==> config.mk <==
export PLATFORM = sky130hd
export DESIGN_NAME = data_link_frame_stuffer_unit
export DESIGN_NICKNAME = d
export VERILOG_FILES = /design/src/rtl/dlfs_pkg.sv /design/src/rtl/dlfs_front.sv /design/src/rtl/dlfs_queue.sv /design/src/rtl/dlfs_back.sv /design/src/rtl/data_link_frame_stuffer_unit.sv
export SDC_FILE = /design/constraint.sdc
export NUM_CORES = 1
export LEC_CHECK = 0
export BUFFER_PORTS_ARGS = -buffer_cell sky130_fd_sc_hd__buf_2
export CAP_MARGIN = 25
export CORE_ASPECT_RATIO = 1.4
export CORE_UTILIZATION = 25
export DETAILED_ROUTE_END_ITERATION = 8
export GPL_ROUTABILITY_DRIVEN = 0
export GPL_TIMING_DRIVEN = 0
export SLEW_MARGIN = 20
export SYNTH_ARGS = -nofsm -noshare
export SYNTH_HDL_FRONTEND = slang
export SYNTH_SLANG_ARGS = --single-unit
==> constraint.sdc <==
create_clock -name i_clk -period 7.8 [get_ports i_clk]
set_clock_uncertainty 0.05 [all_clocks]
set_input_delay 0.39 -clock i_clk [delete_from_list [all_inputs] [get_ports i_clk]]
set_output_delay 0.39 -clock i_clk [all_outputs]
set_load 0.1 [all_outputs]
==> src/rtl/dlfs_pkg.sv <==
// Package for the data link frame stuffer: item and command types,
// sequencer steps, register indexes and reset values. No dependencies.
package dlfs_pkg;

    localparam int BYTE_W      = 8;
    localparam int CFG_IDX_W   = 3;
    localparam int QUEUE_DEPTH = 4;
    localparam int QPTR_W      = $clog2(QUEUE_DEPTH);
    localparam int QCNT_W      = $clog2(QUEUE_DEPTH + 1);

    localparam logic [BYTE_W-1:0] STUFF_MASK = 8'h20;

    localparam logic [CFG_IDX_W-1:0] CFG_FLAG     = 3'd0;
    localparam logic [CFG_IDX_W-1:0] CFG_ESCAPE   = 3'd1;
    localparam logic [CFG_IDX_W-1:0] CFG_ADDRESS  = 3'd2;
    localparam logic [CFG_IDX_W-1:0] CFG_CTRL_ZERO = 3'd3;
    localparam logic [CFG_IDX_W-1:0] CFG_CTRL_ONE  = 3'd4;

    localparam logic [BYTE_W-1:0] RST_FLAG      = 8'd126;
    localparam logic [BYTE_W-1:0] RST_ESCAPE    = 8'd125;
    localparam logic [BYTE_W-1:0] RST_ADDRESS   = 8'd3;
    localparam logic [BYTE_W-1:0] RST_CTRL_ZERO = 8'd0;
    localparam logic [BYTE_W-1:0] RST_CTRL_ONE  = 8'd64;

    typedef struct packed {
        logic [BYTE_W-1:0] flag_byte;
        logic [BYTE_W-1:0] escape_byte;
        logic [BYTE_W-1:0] address_byte;
        logic [BYTE_W-1:0] control_seq_zero;
        logic [BYTE_W-1:0] control_seq_one;
    } t_cfg;

    typedef struct packed {
        logic [BYTE_W-1:0] data;
        logic [BYTE_W-1:0] ctrl;
        logic [BYTE_W-1:0] bcc2;
        logic              first;
        logic              last;
    } t_cmd;

    typedef struct packed {
        logic push;
        logic full;
    } t_push_ctl;

    typedef struct packed {
        logic pop;
        logic valid;
    } t_pop_ctl;

    typedef enum logic [2:0] {
        ST_BEGIN,
        ST_FLAG,
        ST_ADDR,
        ST_CTRL,
        ST_BCC1,
        ST_DATA,
        ST_BCC2,
        ST_CLOSE
    } t_step;

endpackage

==> src/rtl/dlfs_front.sv <==
// Front end of the frame stuffer: accepts input items, keeps the running
// payload parity and builds one command per item. Uses dlfs_pkg.
module dlfs_front (
    input  logic                     i_clk,
    input  logic                     i_rst_n,
    input  dlfs_pkg::t_cfg           i_cfg,
    input  logic                     i_valid,
    output logic                     o_ready,
    input  logic [dlfs_pkg::BYTE_W-1:0] i_data,
    input  logic                     i_first,
    input  logic                     i_last,
    input  logic                     i_seq,
    input  logic                     i_full,
    output logic                     o_push,
    output dlfs_pkg::t_cmd           o_cmd
);
    import dlfs_pkg::*;

    logic [BYTE_W-1:0] r_parity;
    logic [BYTE_W-1:0] n_parity;
    logic [BYTE_W-1:0] w_sum;

    assign o_ready = !i_full;
    assign o_push  = i_valid && !i_full;
    assign w_sum   = (i_first ? '0 : r_parity) ^ i_data;

    always_comb begin
        o_cmd.data  = i_data;
        o_cmd.ctrl  = i_seq ? i_cfg.control_seq_one : i_cfg.control_seq_zero;
        o_cmd.bcc2  = w_sum;
        o_cmd.first = i_first;
        o_cmd.last  = i_last;
        n_parity    = r_parity;
        if (o_push) begin
            n_parity = i_last ? '0 : w_sum;
        end
    end

    always_ff @(posedge i_clk) begin
        if (!i_rst_n) begin
            r_parity <= '0;
        end else begin
            r_parity <= n_parity;
        end
    end

endmodule

==> src/rtl/dlfs_queue.sv <==
// Short command queue between front and back of the frame stuffer.
// Flip-flop storage, QUEUE_DEPTH entries. Uses dlfs_pkg.
module dlfs_queue (
    input  logic                i_clk,
    input  logic                i_rst_n,
    input  logic                i_push,
    input  dlfs_pkg::t_cmd      i_cmd,
    output dlfs_pkg::t_push_ctl o_push_ctl,
    input  logic                i_pop,
    output dlfs_pkg::t_pop_ctl  o_pop_ctl,
    output dlfs_pkg::t_cmd      o_head
);
    import dlfs_pkg::*;

    t_cmd              r_mem [QUEUE_DEPTH];
    logic [QPTR_W-1:0] r_wr_ptr;
    logic [QPTR_W-1:0] r_rd_ptr;
    logic [QCNT_W-1:0] r_count;
    logic              w_full;
    logic              w_empty;
    logic              w_push;
    logic              w_pop;

    assign w_full  = (r_count == QCNT_W'(QUEUE_DEPTH));
    assign w_empty = (r_count == '0);
    assign w_push  = i_push && !w_full;
    assign w_pop   = i_pop && !w_empty;

    assign o_push_ctl.push = w_push;
    assign o_push_ctl.full = w_full;
    assign o_pop_ctl.pop   = w_pop;
    assign o_pop_ctl.valid = !w_empty;
    assign o_head          = r_mem[r_rd_ptr];

    always_ff @(posedge i_clk) begin
        if (w_push) begin
            r_mem[r_wr_ptr] <= i_cmd;
        end
    end

    always_ff @(posedge i_clk) begin
        if (!i_rst_n) begin
            r_wr_ptr <= '0;
            r_rd_ptr <= '0;
            r_count  <= '0;
        end else begin
            if (w_push) begin
                r_wr_ptr <= r_wr_ptr + 1'b1;
            end
            if (w_pop) begin
                r_rd_ptr <= r_rd_ptr + 1'b1;
            end
            case ({w_push, w_pop})
                2'b10:   r_count <= r_count + 1'b1;
                2'b01:   r_count <= r_count - 1'b1;
                default: r_count <= r_count;
            endcase
        end
    end

endmodule

==> src/rtl/dlfs_back.sv <==
// Back end of the frame stuffer: walks the header, data and trailer steps
// of the head command, stuffs bytes and drives the output register.
// Uses dlfs_pkg.
module dlfs_back (
    input  logic                        i_clk,
    input  logic                        i_rst_n,
    input  dlfs_pkg::t_cfg              i_cfg,
    input  dlfs_pkg::t_pop_ctl          i_pop_ctl,
    input  dlfs_pkg::t_cmd              i_head,
    output logic                        o_pop,
    output logic                        o_valid,
    input  logic                        i_ready,
    output logic [dlfs_pkg::BYTE_W-1:0] o_data,
    output logic                        o_frame_end,
    output logic                        o_run_end
);
    import dlfs_pkg::*;

    t_step             r_step;
    t_step             n_step;
    t_step             w_step;
    logic              r_esc;
    logic              n_esc;
    logic              r_valid;
    logic [BYTE_W-1:0] r_data;
    logic              r_frame_end;
    logic              r_run_end;
    logic              w_load;
    logic              w_stuffable;
    logic              w_need_esc;
    logic              w_last_step;
    logic [BYTE_W-1:0] w_byte;
    logic [BYTE_W-1:0] w_out_byte;

    assign w_load = i_pop_ctl.valid && (!r_valid || i_ready);

    always_comb begin
        w_step = r_step;
        if (r_step == ST_BEGIN) begin
            w_step = i_head.first ? ST_FLAG : ST_DATA;
        end
    end

    always_comb begin
        w_byte      = i_head.data;
        w_stuffable = 1'b1;
        w_last_step = 1'b0;
        n_step      = r_step;
        unique case (w_step)
            ST_FLAG: begin
                w_byte      = i_cfg.flag_byte;
                w_stuffable = 1'b0;
                n_step      = ST_ADDR;
            end
            ST_ADDR: begin
                w_byte = i_cfg.address_byte;
                n_step = ST_CTRL;
            end
            ST_CTRL: begin
                w_byte = i_head.ctrl;
                n_step = ST_BCC1;
            end
            ST_BCC1: begin
                w_byte = i_cfg.address_byte ^ i_head.ctrl;
                n_step = ST_DATA;
            end
            ST_DATA: begin
                w_byte      = i_head.data;
                w_last_step = !i_head.last;
                n_step      = i_head.last ? ST_BCC2 : ST_BEGIN;
            end
            ST_BCC2: begin
                w_byte = i_head.bcc2;
                n_step = ST_CLOSE;
            end
            ST_CLOSE: begin
                w_byte      = i_cfg.flag_byte;
                w_stuffable = 1'b0;
                w_last_step = 1'b1;
                n_step      = ST_BEGIN;
            end
            default: begin
                n_step = ST_BEGIN;
            end
        endcase

        w_need_esc = w_stuffable && !r_esc &&
                     ((w_byte == i_cfg.flag_byte) || (w_byte == i_cfg.escape_byte));
        w_out_byte = w_need_esc ? i_cfg.escape_byte :
                     (r_esc ? (w_byte ^ STUFF_MASK) : w_byte);

        n_esc = r_esc;
        if (!w_load) begin
            n_step = r_step;
        end else if (w_need_esc) begin
            n_step = w_step;
            n_esc  = 1'b1;
        end else begin
            n_esc = 1'b0;
        end
    end

    assign o_pop = w_load && !w_need_esc && w_last_step;

    always_ff @(posedge i_clk) begin
        if (!i_rst_n) begin
            r_step <= ST_BEGIN;
            r_esc  <= 1'b0;
        end else begin
            r_step <= n_step;
            r_esc  <= n_esc;
        end
    end

    always_ff @(posedge i_clk) begin
        if (!i_rst_n) begin
            r_valid <= 1'b0;
        end else if (w_load) begin
            r_valid <= 1'b1;
        end else if (i_ready) begin
            r_valid <= 1'b0;
        end
    end

    always_ff @(posedge i_clk) begin
        if (w_load) begin
            r_data      <= w_out_byte;
            r_frame_end <= (w_step == ST_CLOSE);
            r_run_end   <= !w_need_esc && w_last_step;
        end
    end

    assign o_valid     = r_valid;
    assign o_data      = r_data;
    assign o_frame_end = r_frame_end;
    assign o_run_end   = r_run_end;

endmodule

==> src/rtl/data_link_frame_stuffer_unit.sv <==
// Top level of the data link frame stuffer: register file, front end,
// command queue and back end. Uses dlfs_pkg, dlfs_front, dlfs_queue, dlfs_back.
//
//  channel   direction  handshake                     payload
//  s_axis    in         s_axis_tvalid/s_axis_tready   tdata payload, tlast last, tuser first/seq
//  m_axis    out        m_axis_tvalid/m_axis_tready   tdata line byte, tlast frame end, tuser run end
//  cfg       in         i_cfg_we                      i_cfg_idx, i_cfg_wdata
//
// One line byte leaves per cycle while m_axis is not stalled; the bytes of an item are set by
// the back-end step sequencer (header, stuffed data, trailer).
// Items are taken in the cycle they arrive while the 4-entry queue has room.
// Reset clears the queue, the parity and the sequencer, and loads register defaults.
// A stall on m_axis holds the output register; the queue keeps absorbing items while it has room.
module data_link_frame_stuffer_unit (
    input  logic                           i_clk,
    input  logic                           i_rst_n,
    input  logic                           s_axis_tvalid,
    output logic                           s_axis_tready,
    input  logic [7:0]                     s_axis_tdata,  // [7:0] payload_byte
    input  logic                           s_axis_tlast,  // last_of_frame
    input  logic [1:0]                     s_axis_tuser,  // [0] first_of_frame, [1] sequence_bit
    output logic                           m_axis_tvalid,
    input  logic                           m_axis_tready,
    output logic [7:0]                     m_axis_tdata,  // [7:0] line_byte
    output logic                           m_axis_tlast,  // frame_end
    output logic [0:0]                     m_axis_tuser,  // [0] run_end
    input  logic                           i_cfg_we,
    input  logic [dlfs_pkg::CFG_IDX_W-1:0] i_cfg_idx,
    input  logic [dlfs_pkg::BYTE_W-1:0]    i_cfg_wdata
);
    import dlfs_pkg::*;

    t_cfg      r_cfg;
    t_cmd      w_cmd;
    t_cmd      w_head;
    t_push_ctl w_push_ctl;
    t_pop_ctl  w_pop_ctl;
    logic      w_push;
    logic      w_pop;
    logic      w_run_end;

    always_ff @(posedge i_clk) begin
        if (!i_rst_n) begin
            r_cfg.flag_byte        <= RST_FLAG;
            r_cfg.escape_byte      <= RST_ESCAPE;
            r_cfg.address_byte     <= RST_ADDRESS;
            r_cfg.control_seq_zero <= RST_CTRL_ZERO;
            r_cfg.control_seq_one  <= RST_CTRL_ONE;
        end else if (i_cfg_we) begin
            unique case (i_cfg_idx)
                CFG_FLAG:      r_cfg.flag_byte        <= i_cfg_wdata;
                CFG_ESCAPE:    r_cfg.escape_byte      <= i_cfg_wdata;
                CFG_ADDRESS:   r_cfg.address_byte     <= i_cfg_wdata;
                CFG_CTRL_ZERO: r_cfg.control_seq_zero <= i_cfg_wdata;
                CFG_CTRL_ONE:  r_cfg.control_seq_one  <= i_cfg_wdata;
                default:       r_cfg                  <= r_cfg;
            endcase
        end
    end

    dlfs_front u_front (
        .i_clk   (i_clk),
        .i_rst_n (i_rst_n),
        .i_cfg   (r_cfg),
        .i_valid (s_axis_tvalid),
        .o_ready (s_axis_tready),
        .i_data  (s_axis_tdata),
        .i_first (s_axis_tuser[0]),
        .i_last  (s_axis_tlast),
        .i_seq   (s_axis_tuser[1]),
        .i_full  (w_push_ctl.full),
        .o_push  (w_push),
        .o_cmd   (w_cmd)
    );

    dlfs_queue u_queue (
        .i_clk      (i_clk),
        .i_rst_n    (i_rst_n),
        .i_push     (w_push),
        .i_cmd      (w_cmd),
        .o_push_ctl (w_push_ctl),
        .i_pop      (w_pop),
        .o_pop_ctl  (w_pop_ctl),
        .o_head     (w_head)
    );

    dlfs_back u_back (
        .i_clk       (i_clk),
        .i_rst_n     (i_rst_n),
        .i_cfg       (r_cfg),
        .i_pop_ctl   (w_pop_ctl),
        .i_head      (w_head),
        .o_pop       (w_pop),
        .o_valid     (m_axis_tvalid),
        .i_ready     (m_axis_tready),
        .o_data      (m_axis_tdata),
        .o_frame_end (m_axis_tlast),
        .o_run_end   (w_run_end)
    );

    assign m_axis_tuser[0] = w_run_end;

endmodule

== After elaboration in Yosys (flattened, before gate mapping) ==
Memory sizes are Yosys's and may differ from the RTL's. A register that Yosys moved wholly into a read port is not among the register bits.
Index checks and enable logic that the tools add are counted.
Word-level totals
  bits in writable memories: 104
  register bits after elaboration: 70
  memories kept: 1
  output and inout bits: 12
  word-level logic and storage cells: 88
  bits of input ports: 27
Memory list
  u_queue.r_mem: depth 4, width 26, read ports 1, clocked after Yosys merged registers in 1, wr ports 1, RTL line dlfs_queue.sv:15  | t_cmd r_mem [QUEUE_DEPTH];
Operators by class
  bitwise operators: 3
  muxes and demuxes: 21
  equality and inequality tests: 16
  reductions and logical operators: 28
  add/sub/neg operators: 4
Operators by type and width (number)
  8-bit one-hot mux with 5 select lines: 1
  8-bit two-way mux: 4
  3-bit equality test (second input constant): 6
  3-bit one-hot mux with 6 select lines: 1
  8-bit equality test: 2
  8-bit XOR: 2
  3-bit by 2-bit equality test with 1-bit output (second input constant): 4
  3-bit two-way mux: 4
  2-bit AND reduction: 5
  1-bit logical AND: 9
  3-bit logical NOT: 3
  3-bit by 1-bit equality test with 1-bit output (second input constant): 2
  1-bit logical NOT: 6
  1-bit two-way mux: 6
  6-bit two-way mux: 1
  3-bit one-hot mux with 2 select lines: 1
  2-bit by 1-bit adder with 2-bit output (second input constant): 2
  2-bit two-way mux: 2
  2-bit nonzero test: 2
  3-bit by 1-bit adder with 3-bit output (second input constant): 1
  3-bit by 1-bit subtractor with 3-bit output (second input constant): 1
  2-bit by 1-bit equality test with 1-bit output (second input constant): 1
  2-bit equality test (second input constant): 1
  1-bit logical OR: 2
  other kinds (3): 3

== Longest topological paths before layout ==
Gate-level depths: netlist (run 1).
  word-level depth: 14
  mapped depth: 21
  mapped depth without buffers: 15

== Modules after synthesis ==
Synthesis (run 1) repeated with hierarchy kept, for this count alone.
Unflattened totals
  cells, all modules: 647
  area total of the unflattened synthesis: 8480.6 um2
Modules (own cells, without submodules)
  dlfs_queue: cells an instance 191, instances 1, area each 4324.1 um2, seq. area each 3303.2 um2
  dlfs_back: cells an instance 244, instances 1, area each 1923.1 um2, seq. area each 400.4 um2
  data_link_frame_stuffer_unit: cells an instance 154, instances 1, area each 1589.0 um2, seq. area each 800.8 um2
  dlfs_front: cells an instance 58, instances 1, area each 644.4 um2, seq. area each 160.2 um2

== Least setup slack after synthesis (run 1) ==
OpenSTA, ideal clock, no wires.
  path kind: reg2reg
  start point: reg with a tool-made name
  end point: reg u_queue.r_count[2]
  setup slack: 3.709 ns
  stages on the path, launching flop included: 21
  buffers on the path: 5
  data required time: 7.674 ns
  data arrival time: 3.966 ns
  period minus slack after synthesis: 4.091 ns
  library setup time: 0.076 ns
  cell sequence: dfxtp_1 > buf_6 > buf_6 > buf_6 > mux4_2 > mux2i_1 > o2bb2ai_1 > a31oi_1 > mux2i_1 > a21oi_1 > and4_1 > buf_2 > nor2_2 > and3_1 > clkbuf_1 > ha_1 > inv_1 > fa_1 > xor2_1 > or3_1 > a21boi_0
RTL lines
  to (signal assigned): RTL line dlfs_queue.sv:54  | 2'b10: r_count <= r_count + 1'b1;
  to (signal assigned): RTL line dlfs_queue.sv:55  | 2'b01: r_count <= r_count - 1'b1;
  to (signal assigned): RTL line dlfs_queue.sv:56  | default: r_count <= r_count;
  to (decl): RTL line dlfs_queue.sv:18  | logic [QCNT_W-1:0] r_count;

==> results.json, run 1 <==
{
  "clock_latency_ns": 0.43,
  "ys_seq_area_share_pct": 57.1,
  "netlist_top_cells_count": "114 x edfxtp_1, 108 x nand2_1, 62 x dfxtp_1, 35 x a21boi_0, 30 x mux2i_1",
  "tritoncts.num_buffers": 17,
  "outcome": "completed",
  "max_freq_ghz": 0.202,
  "die_h_um": 216,
  "criticalPathCategory": "reg2reg",
  "ys_ff_latch": 176,
  "cts_tree": "yes",
  "synth-edff-count": 114,
  "io_pins": 39,
  "h-tree-depth": 4,
  "cp_slowest_cell": "buf_1",
  "end_kind": "flop",
  "clock_sinks": 176,
  "hold_class": "in2reg",
  "min_period_ns": 4.96,
  "layout.nets": 759,
  "drc": 0,
  "n_antenna_cell": 0,
  "dp_hpwl_um": 15000,
  "grt_usage_pct": 12.7,
  "yosys_warnings": 0,
  "yosys-top-cells-area": "edfxtp_1 42%, dfxtp_1 15%, mux4_2 6.1%, nand2_1 5.0%, mux2i_1 3.7%",
  "p_per_area_mw_per_mm2": 325,
  "fin_setup_tns_ns": 0,
  "dr.pass1.iters": 5,
  "pre_cts_ws_ns": 2.92,
  "num_rows": 77,
  "instances_no_fill": 1172,
  "timing.critical_path.mode_cell": "buf_2",
  "overflow": 0,
  "routed_wl_um": 20500,
  "hold_buffers": 0,
  "area_delta_synth_final_pct": 16.8,
  "nFillCells": 3227,
  "syn-instance-count": 670,
  "finalHoldViolCount": 0,
  "antenna_found_initial": 0,
  "peakVddDrop_uv": 134,
  "root_buffer": "clkbuf_16",
  "max_stage_delay_ns": 0.54,
  "syn-num-nets": 703,
  "dr_total_vias": 5473,
  "ctsLongestPathBuffers": 2,
  "syn_area_mm2": 0.00817,
  "hp-start": "s_axis_tdata[3]",
  "start_util_pct": 25.6,
  "path_max_fanout": 10,
  "synthArstFlopShare_pct": 0,
  "slew_violations": 0,
  "slew_headroom_pct": 47.0,
  "grt_pass1_wl_um": 31500,
  "die_area_mm2": 0.0334,
  "placed_cells_incl_taps": 1141,
  "synth_cell_types": 72,
  "avgSynthCellArea_um2": 12.2,
  "wl_per_cell_um": 17.5,
  "setup_viol": 0,
  "leakage_nw": 3.19,
  "rsz0062_at_grt": "no",
  "viasPerCell": 4.67,
  "die_w_um": 155,
  "postCtsSetupRepairBufs": 0,
  "postLayoutCoreUtil_pct": 29.9,
  "grt_max_degree": 27,
  "critPathArrivalTime_ns": 5.27,
  "grt_pass1_vias": 5284,
  "drive_above_1_share_pct": 16.3,
  "startpoint_type": "flop",
  "cp.required_ns": 8.10,
  "tightest_slew_ns": 0.796,
  "drtIter0Drc": 433,
  "yosysTopAreaCellShare_pct": 41.9,
  "synth_ff_type": "edfxtp_1",
  "fin_crit_sh_pct": 63.6,
  "setup_ws_ns": 2.84,
  "synth_most_common_cell": "edfxtp_1",
  "max_cap_violations": 0,
  "numPortBuffers": 36,
  "cts.clk_slew.worst_paths_ns": 0.06,
  "worstPathCellList": "buf_2 -> buf_2 -> buf_1 -> o221ai_1 -> a21oi_1 -> nand2_1 -> a2bb2o_1 -> a21oi_1 -> and4_1 -> buf_2 -> nor2_2 -> and3_1 -> clkbuf_1 -> ha_1 -> inv_1 -> fa_1 -> xor2_1 -> or3_1 -> a21boi_0",
  "antenna_left": 0,
  "coreArea_mm2": 0.0319,
  "cts_resized": 0,
  "synth_top_cell_by_area": "edfxtp_1"
}
==> worst max-delay path, delay by kind of cell, from the launching register on <==
kind,cells,cell delay (ns)
flip-flops,1,0.30
XOR/XNOR,1,0.16
buffers and inverters,6,1.61
AND/OR/NAND/NOR,5,1.02
adder cells (fa/ha/maj),2,0.66
AO/OA/AOI/OAI,5,1.07
==> cell families (layout without fill, tap and decap cells) <==
| logic type | count (synthesis) | count (layout) | synth area share [%] |
|---|---|---|---|
| AND/OR/NAND/NOR | 241 | 241 | 15.3 |
| XOR/XNOR | 25 | 25 | 2.68 |
| buffers and inverters | 51 | 119 | 2.91 |
| adder cells (fa/ha/maj) | 6 | 6 | 1.01 |
| flip-flops | 176 | 176 | 57.1 |
| AO/OA/AOI/OAI | 105 | 105 | 9.33 |
| multiplexers | 66 | 66 | 11.7 |
==> path summary, 6_finish.rpt <==
| check | end | slack (ns) | cells past startpoint |
|---|---|---|---|
| hold / removal | u_queue.r_mem[2][21] | 0.17 | 1 |
| setup / recovery | u_queue.r_count[2] | 2.84 | 19 |
| hold reg to reg | r_cfg[5] | 0.41 | 2 |
| setup reg to reg | u_queue.r_count[2] | 2.84 | 19 |
==> per-layer routing <==
metal	up-vias	share of wire [%]	global-route usage [%]	wire, µm
met5	-	0	0	0
met4	0	4.4	7.16	894
met3	37	3.6	2.49	740
met2	119	52	22.4	10700
met1	2714	40	14.2	8220
li1	2603	-	-	-
==> stage by stage <==
stage | hold slack, ns | instance area [µm²] | total power [mW]
final | 0.168 | 9540 | 3.10
after global routing | 0.166 | 9540 | 3.24
after CTS | 0.144 | 9540 | 3.12
after detailed placement | 0.402 | 8910 | 2.21
after global placement | 0.399 | 8890 | 2.20
after floorplan | 0.385 | 8170 | 1.96
==> registers in the layout, indices dropped and copies added (netlist names), named ones only <==
name	flops
r_cfg	40
u_back.o_data	8
u_back.o_frame_end	1
u_back.o_run_end	1
u_back.o_valid	1
u_back.r_esc	1
u_back.r_step	3
u_front.r_parity	8
u_queue.r_count	3
u_queue.r_mem	104
u_queue.r_rd_ptr	2
u_queue.r_wr_ptr	2
==> placed cells by master (no fill, tap or decap), types with 8 or more instances in the layout <==
cell	n
mux2i_1	30
clkbuf_1	27
xnor2_1	17
xor2_1	8
nand2b_1	16
nand3_1	20
nand4b_1	9
a21oi_1	9
clkbuf_16	17
edfxtp_1	114
mux2_2	8
dfxtp_1	62
a21boi_0	35
nand2_1	108
o21ai_0	10
nor2b_1	8
nor2_1	25
mux4_2	22
buf_2	43
inv_1	12
==> layout make-up <==
class | instances | area [µm²] | share of cell area [%]
flip-flops and latches | 176 | 4660 | 48.9
repair buffers | 37 | 191 | 2.01
plain buffers | 39 | 193 | 2.02
inverters | 12 | 45.0 | 0.472
clock inverters | 11 | 189 | 1.98
well taps | 434 | 543 | 5.69
clock buffers | 20 | 437 | 4.58
multi-input cells | 443 | 3270 | 34.3
==> power breakdown <==
group / switching (mW) / internal (mW)
Sequential: 0.0414 / 1.12
Clock: 0.344 / 0.565
Combinational: 0.702 / 0.334
Power figures use the tool's default switching activity.
==> inputs of run 2 (changes only) <==
--- a/config.mk
+++ b/config.mk
@@ -5,6 +5,7 @@
 export SDC_FILE = /design/constraint.sdc
 export NUM_CORES = 1
 export LEC_CHECK = 0
+export ABC_AREA = 1
 export BUFFER_PORTS_ARGS = -buffer_cell sky130_fd_sc_hd__buf_2
 export CAP_MARGIN = 25
 export CORE_ASPECT_RATIO = 1.4
==> constraint.sdc (replaced) <==
create_clock -name i_clk -period 4 [get_ports i_clk]
set_clock_uncertainty 0.05 [all_clocks]
set_input_delay 0.2 -clock i_clk [delete_from_list [all_inputs] [get_ports i_clk]]
set_output_delay 0.2 -clock i_clk [all_outputs]
set_load 0.1 [all_outputs]
==> results.json, run 2 <==
{
  "viasPerCell": 4.55,
  "p_seq_share_pct": 37.4,
  "clock_sinks": 176,
  "leakage_nw": 3.74,
  "start_util_pct": 25.4,
  "yosysTopAreaCellShare_pct": 43.8,
  "netlist_top_cells_count": "225 x nand2_1, 114 x edfxtp_1, 83 x inv_1, 72 x nand3_1, 72 x o21ai_0",
  "dr.pass1.iters": 5,
  "regMostFlops": "u_queue.r_mem",
  "path_max_fanout": 10,
  "final_common_cell": "nand2_1",
  "rr_endpoint": "u_queue.r_count[2]",
  "timing.critical_path.mode_cell": "nand2_1",
  "largest_reg_flops": 104,
  "reg2reg_depth": 24,
  "overflow": 0,
  "num_rows": 76,
  "antenna_found_initial": 1,
  "criticalPathCategory": "reg2reg",
  "syn-instance-count": 851,
  "synth_most_common_cell": "nand2_1",
  "avgSynthCellArea_um2": 9.19,
  "drtIter0Drc": 379,
  "cp_slowest_cell": "fa_1",
  "max_stage_delay_ns": 0.43,
  "syn_area_mm2": 0.00782,
  "fin_crit_sh_pct": 91.5,
  "cts.clk_slew.worst_paths_ns": 0.07,
  "h-tree-depth": 4,
  "power.total_mw": 5.98,
  "root_buffer": "clkbuf_16",
  "drive_above_1_share_pct": 13.7,
  "hold_class": "in2reg",
  "ctsLongestPathBuffers": 2,
  "synth_ff_type": "edfxtp_1",
  "nFillCells": 3240,
  "startpoint_type": "flop",
  "p_sw_mw": 2.29,
  "setup_viol": 0,
  "slew_violations": 0,
  "max_cap_violations": 0,
  "r2r_slack_ns": 0.34,
  "die_area_mm2": 0.0320,
  "whs_endpoint": "r_cfg[6]",
  "cts_tree": "yes",
  "die_h_um": 211,
  "synth_top_cell_by_area": "edfxtp_1",
  "coreArea_mm2": 0.0308,
  "top_regs": "u_queue.r_mem: 104 flops, r_cfg: 40 flops",
  "worst-path-buf-inv": 6,
  "clock_latency_ns": 0.44,
  "cpLargestDelayFamily": "simple AND/OR/NAND/NOR gates",
  "yosys-top-cells-area": "edfxtp_1 44%, dfxtp_1 16%, nand2_1 11%, nand3_1 4.6%, o21ai_0 4.6%",
  "yosys_warnings": 0,
  "cp.depth": 24,
  "power_frac_comb_pct": 34.4,
  "synth_cell_types": 32,
  "p_per_area_mw_per_mm2": 637,
  "dp_hpwl_um": 14900,
  "max_freq_ghz": 0.273,
  "routed_wl_um": 20500,
  "tightest_slew_ns": 0.889,
  "drc": 0,
  "end_kind": "flop",
  "ys_seq_area_share_pct": 59.6,
  "die_w_um": 152,
  "grt_max_degree": 23,
  "wl_per_cell_um": 15.5,
  "critPathArrivalTime_ns": 3.93,
  "synthArstFlopShare_pct": 0,
  "swShare_pct": 38.3,
  "cp.required_ns": 4.27,
  "syn-num-nets": 884,
  "hp-start": "i_cfg_wdata[6]",
  "ys_ff_latch": 176,
  "postLayoutCoreUtil_pct": 30.5,
  "peakVddDrop_uv": 315,
  "slew_headroom_pct": 40.7,
  "hold_depth": 3,
  "grt_usage_pct": 13.8,
  "tritoncts.num_buffers": 17,
  "dr_total_vias": 6037,
  "internal_power_mw": 3.69,
  "synth-edff-count": 114,
  "worstPathCellList": "buf_4 -> buf_4 -> o21ai_0 -> o22ai_2 -> nand3_2 -> nand3_1 -> nand2_1 -> nand2_1 -> inv_1 -> nand2_1 -> nor2_1 -> nand2_1 -> nand2_1 -> nand2_2 -> buf_6 -> nand3_1 -> inv_1 -> ha_1 -> inv_1 -> fa_1 -> a21oi_1 -> o21ai_0 -> o21ai_0 -> a21oi_1",
  "grt_pass1_wl_um": 32600,
  "min_period_ns": 3.66,
  "antenna_left": 0,
  "area_delta_synth_final_pct": 20.0,
  "final_cell_mix": "224 x nand2_1, 114 x edfxtp_1, 83 x inv_1, 71 x o21ai_0, 70 x nand3_1",
  "layout.nets": 955,
  "finalHoldViolCount": 0,
  "numPortBuffers": 37,
  "clockPowerShare_pct": 28.3,
  "io_pins": 39,
  "outcome": "completed",
  "grt_pass1_vias": 5999
}
-- run 2: power groups by stage --
stage | clock, mW | combinational [mW] | sequential (mW)
after CTS | 1.72 | 2.03 | 2.24
final | 1.69 | 2.06 | 2.24
after floorplan | 0 | 1.09 | 2.68
after global placement | 0 | 1.95 | 2.28
after detailed placement | 0 | 2.01 | 2.28
after global routing | 1.78 | 2.28 | 2.25
-- run 2: stage by stage --
step           hold WS [ns]  worst slack (ns)  cell area (µm²)  setup TNS, ns  instances
3_5_place_dp          0.391           -0.0735             8620        -0.0735       1283
3_3_place_gp          0.384           -0.0731             8500        -0.0731       1278
6_report             0.0279             0.342             9390              0       1326
5_1_grt              0.0383           -0.0266             9390        -0.0266       1325
2_1_floorplan         0.249             0.646             7820              0        851
4_1_cts             0.00871            0.0421             9320              0       1325
-- run 2: metal layers --
layer / wire (µm) / global-route usage [%]
met5: 0 / 0
met1: 8600 / 16.0
met3: 1010 / 3.00
met4: 635 / 6.59
met2: 10200 / 23.6
-- run 2: timing repair --
item                                    CTS  global route
hold endpoints to repair                 41             0
endpoints found under the setup margin    1             1
pin swaps                                 0             1
setup buffers                             0             0
cloned                                    0             0
hold buffers                             11             0
gates resized for setup                   0            26
-- run 2: tightest hold or removal path, stage by stage --
cell	delay [ns]
buf_2	0.16
nand2_1	0.07
nand3_1	0.06
-- run 2: worst max path at each step --
stage	endpoint	slack, ns	startpoint
2_1_floorplan	u_queue.r_mem[0][0]	0.65	u_queue.r_count[1]
3_3_place_gp	u_queue.r_count[2]	-0.07	flop
3_5_place_dp	u_queue.r_count[2]	-0.07	flop
4_1_cts	u_queue.r_count[2]	0.04	flop
5_1_grt	u_queue.r_count[2]	-0.03	flop
6_report	u_queue.r_count[2]	0.34	flop
-- run 2: area by class of cell --
cell class / count / area, µm² / share of cell area, %
clock buffers: 18 / 429 / 4.57
diodes: 1 / 2.50 / 0.0266
well taps: 390 / 488 / 5.20
inverters: 87 / 334 / 3.56
flip-flops and latches: 176 / 4670 / 49.7
plain buffers: 32 / 189 / 2.01
clock inverters: 14 / 164 / 1.75
repair buffers: 53 / 387 / 4.12
multi-input cells: 555 / 2730 / 29.1
-- run 2: kinds of logic after synthesis --
logic type	after synthesis	synth area share, %
AND/OR/NAND/NOR	395	21.6
flip-flops	176	59.6
AO/OA/AOI/OAI	145	10.3
buffers and inverters	120	6.49
XOR/XNOR	9	1.01
adder cells (fa/ha/maj)	6	1.06
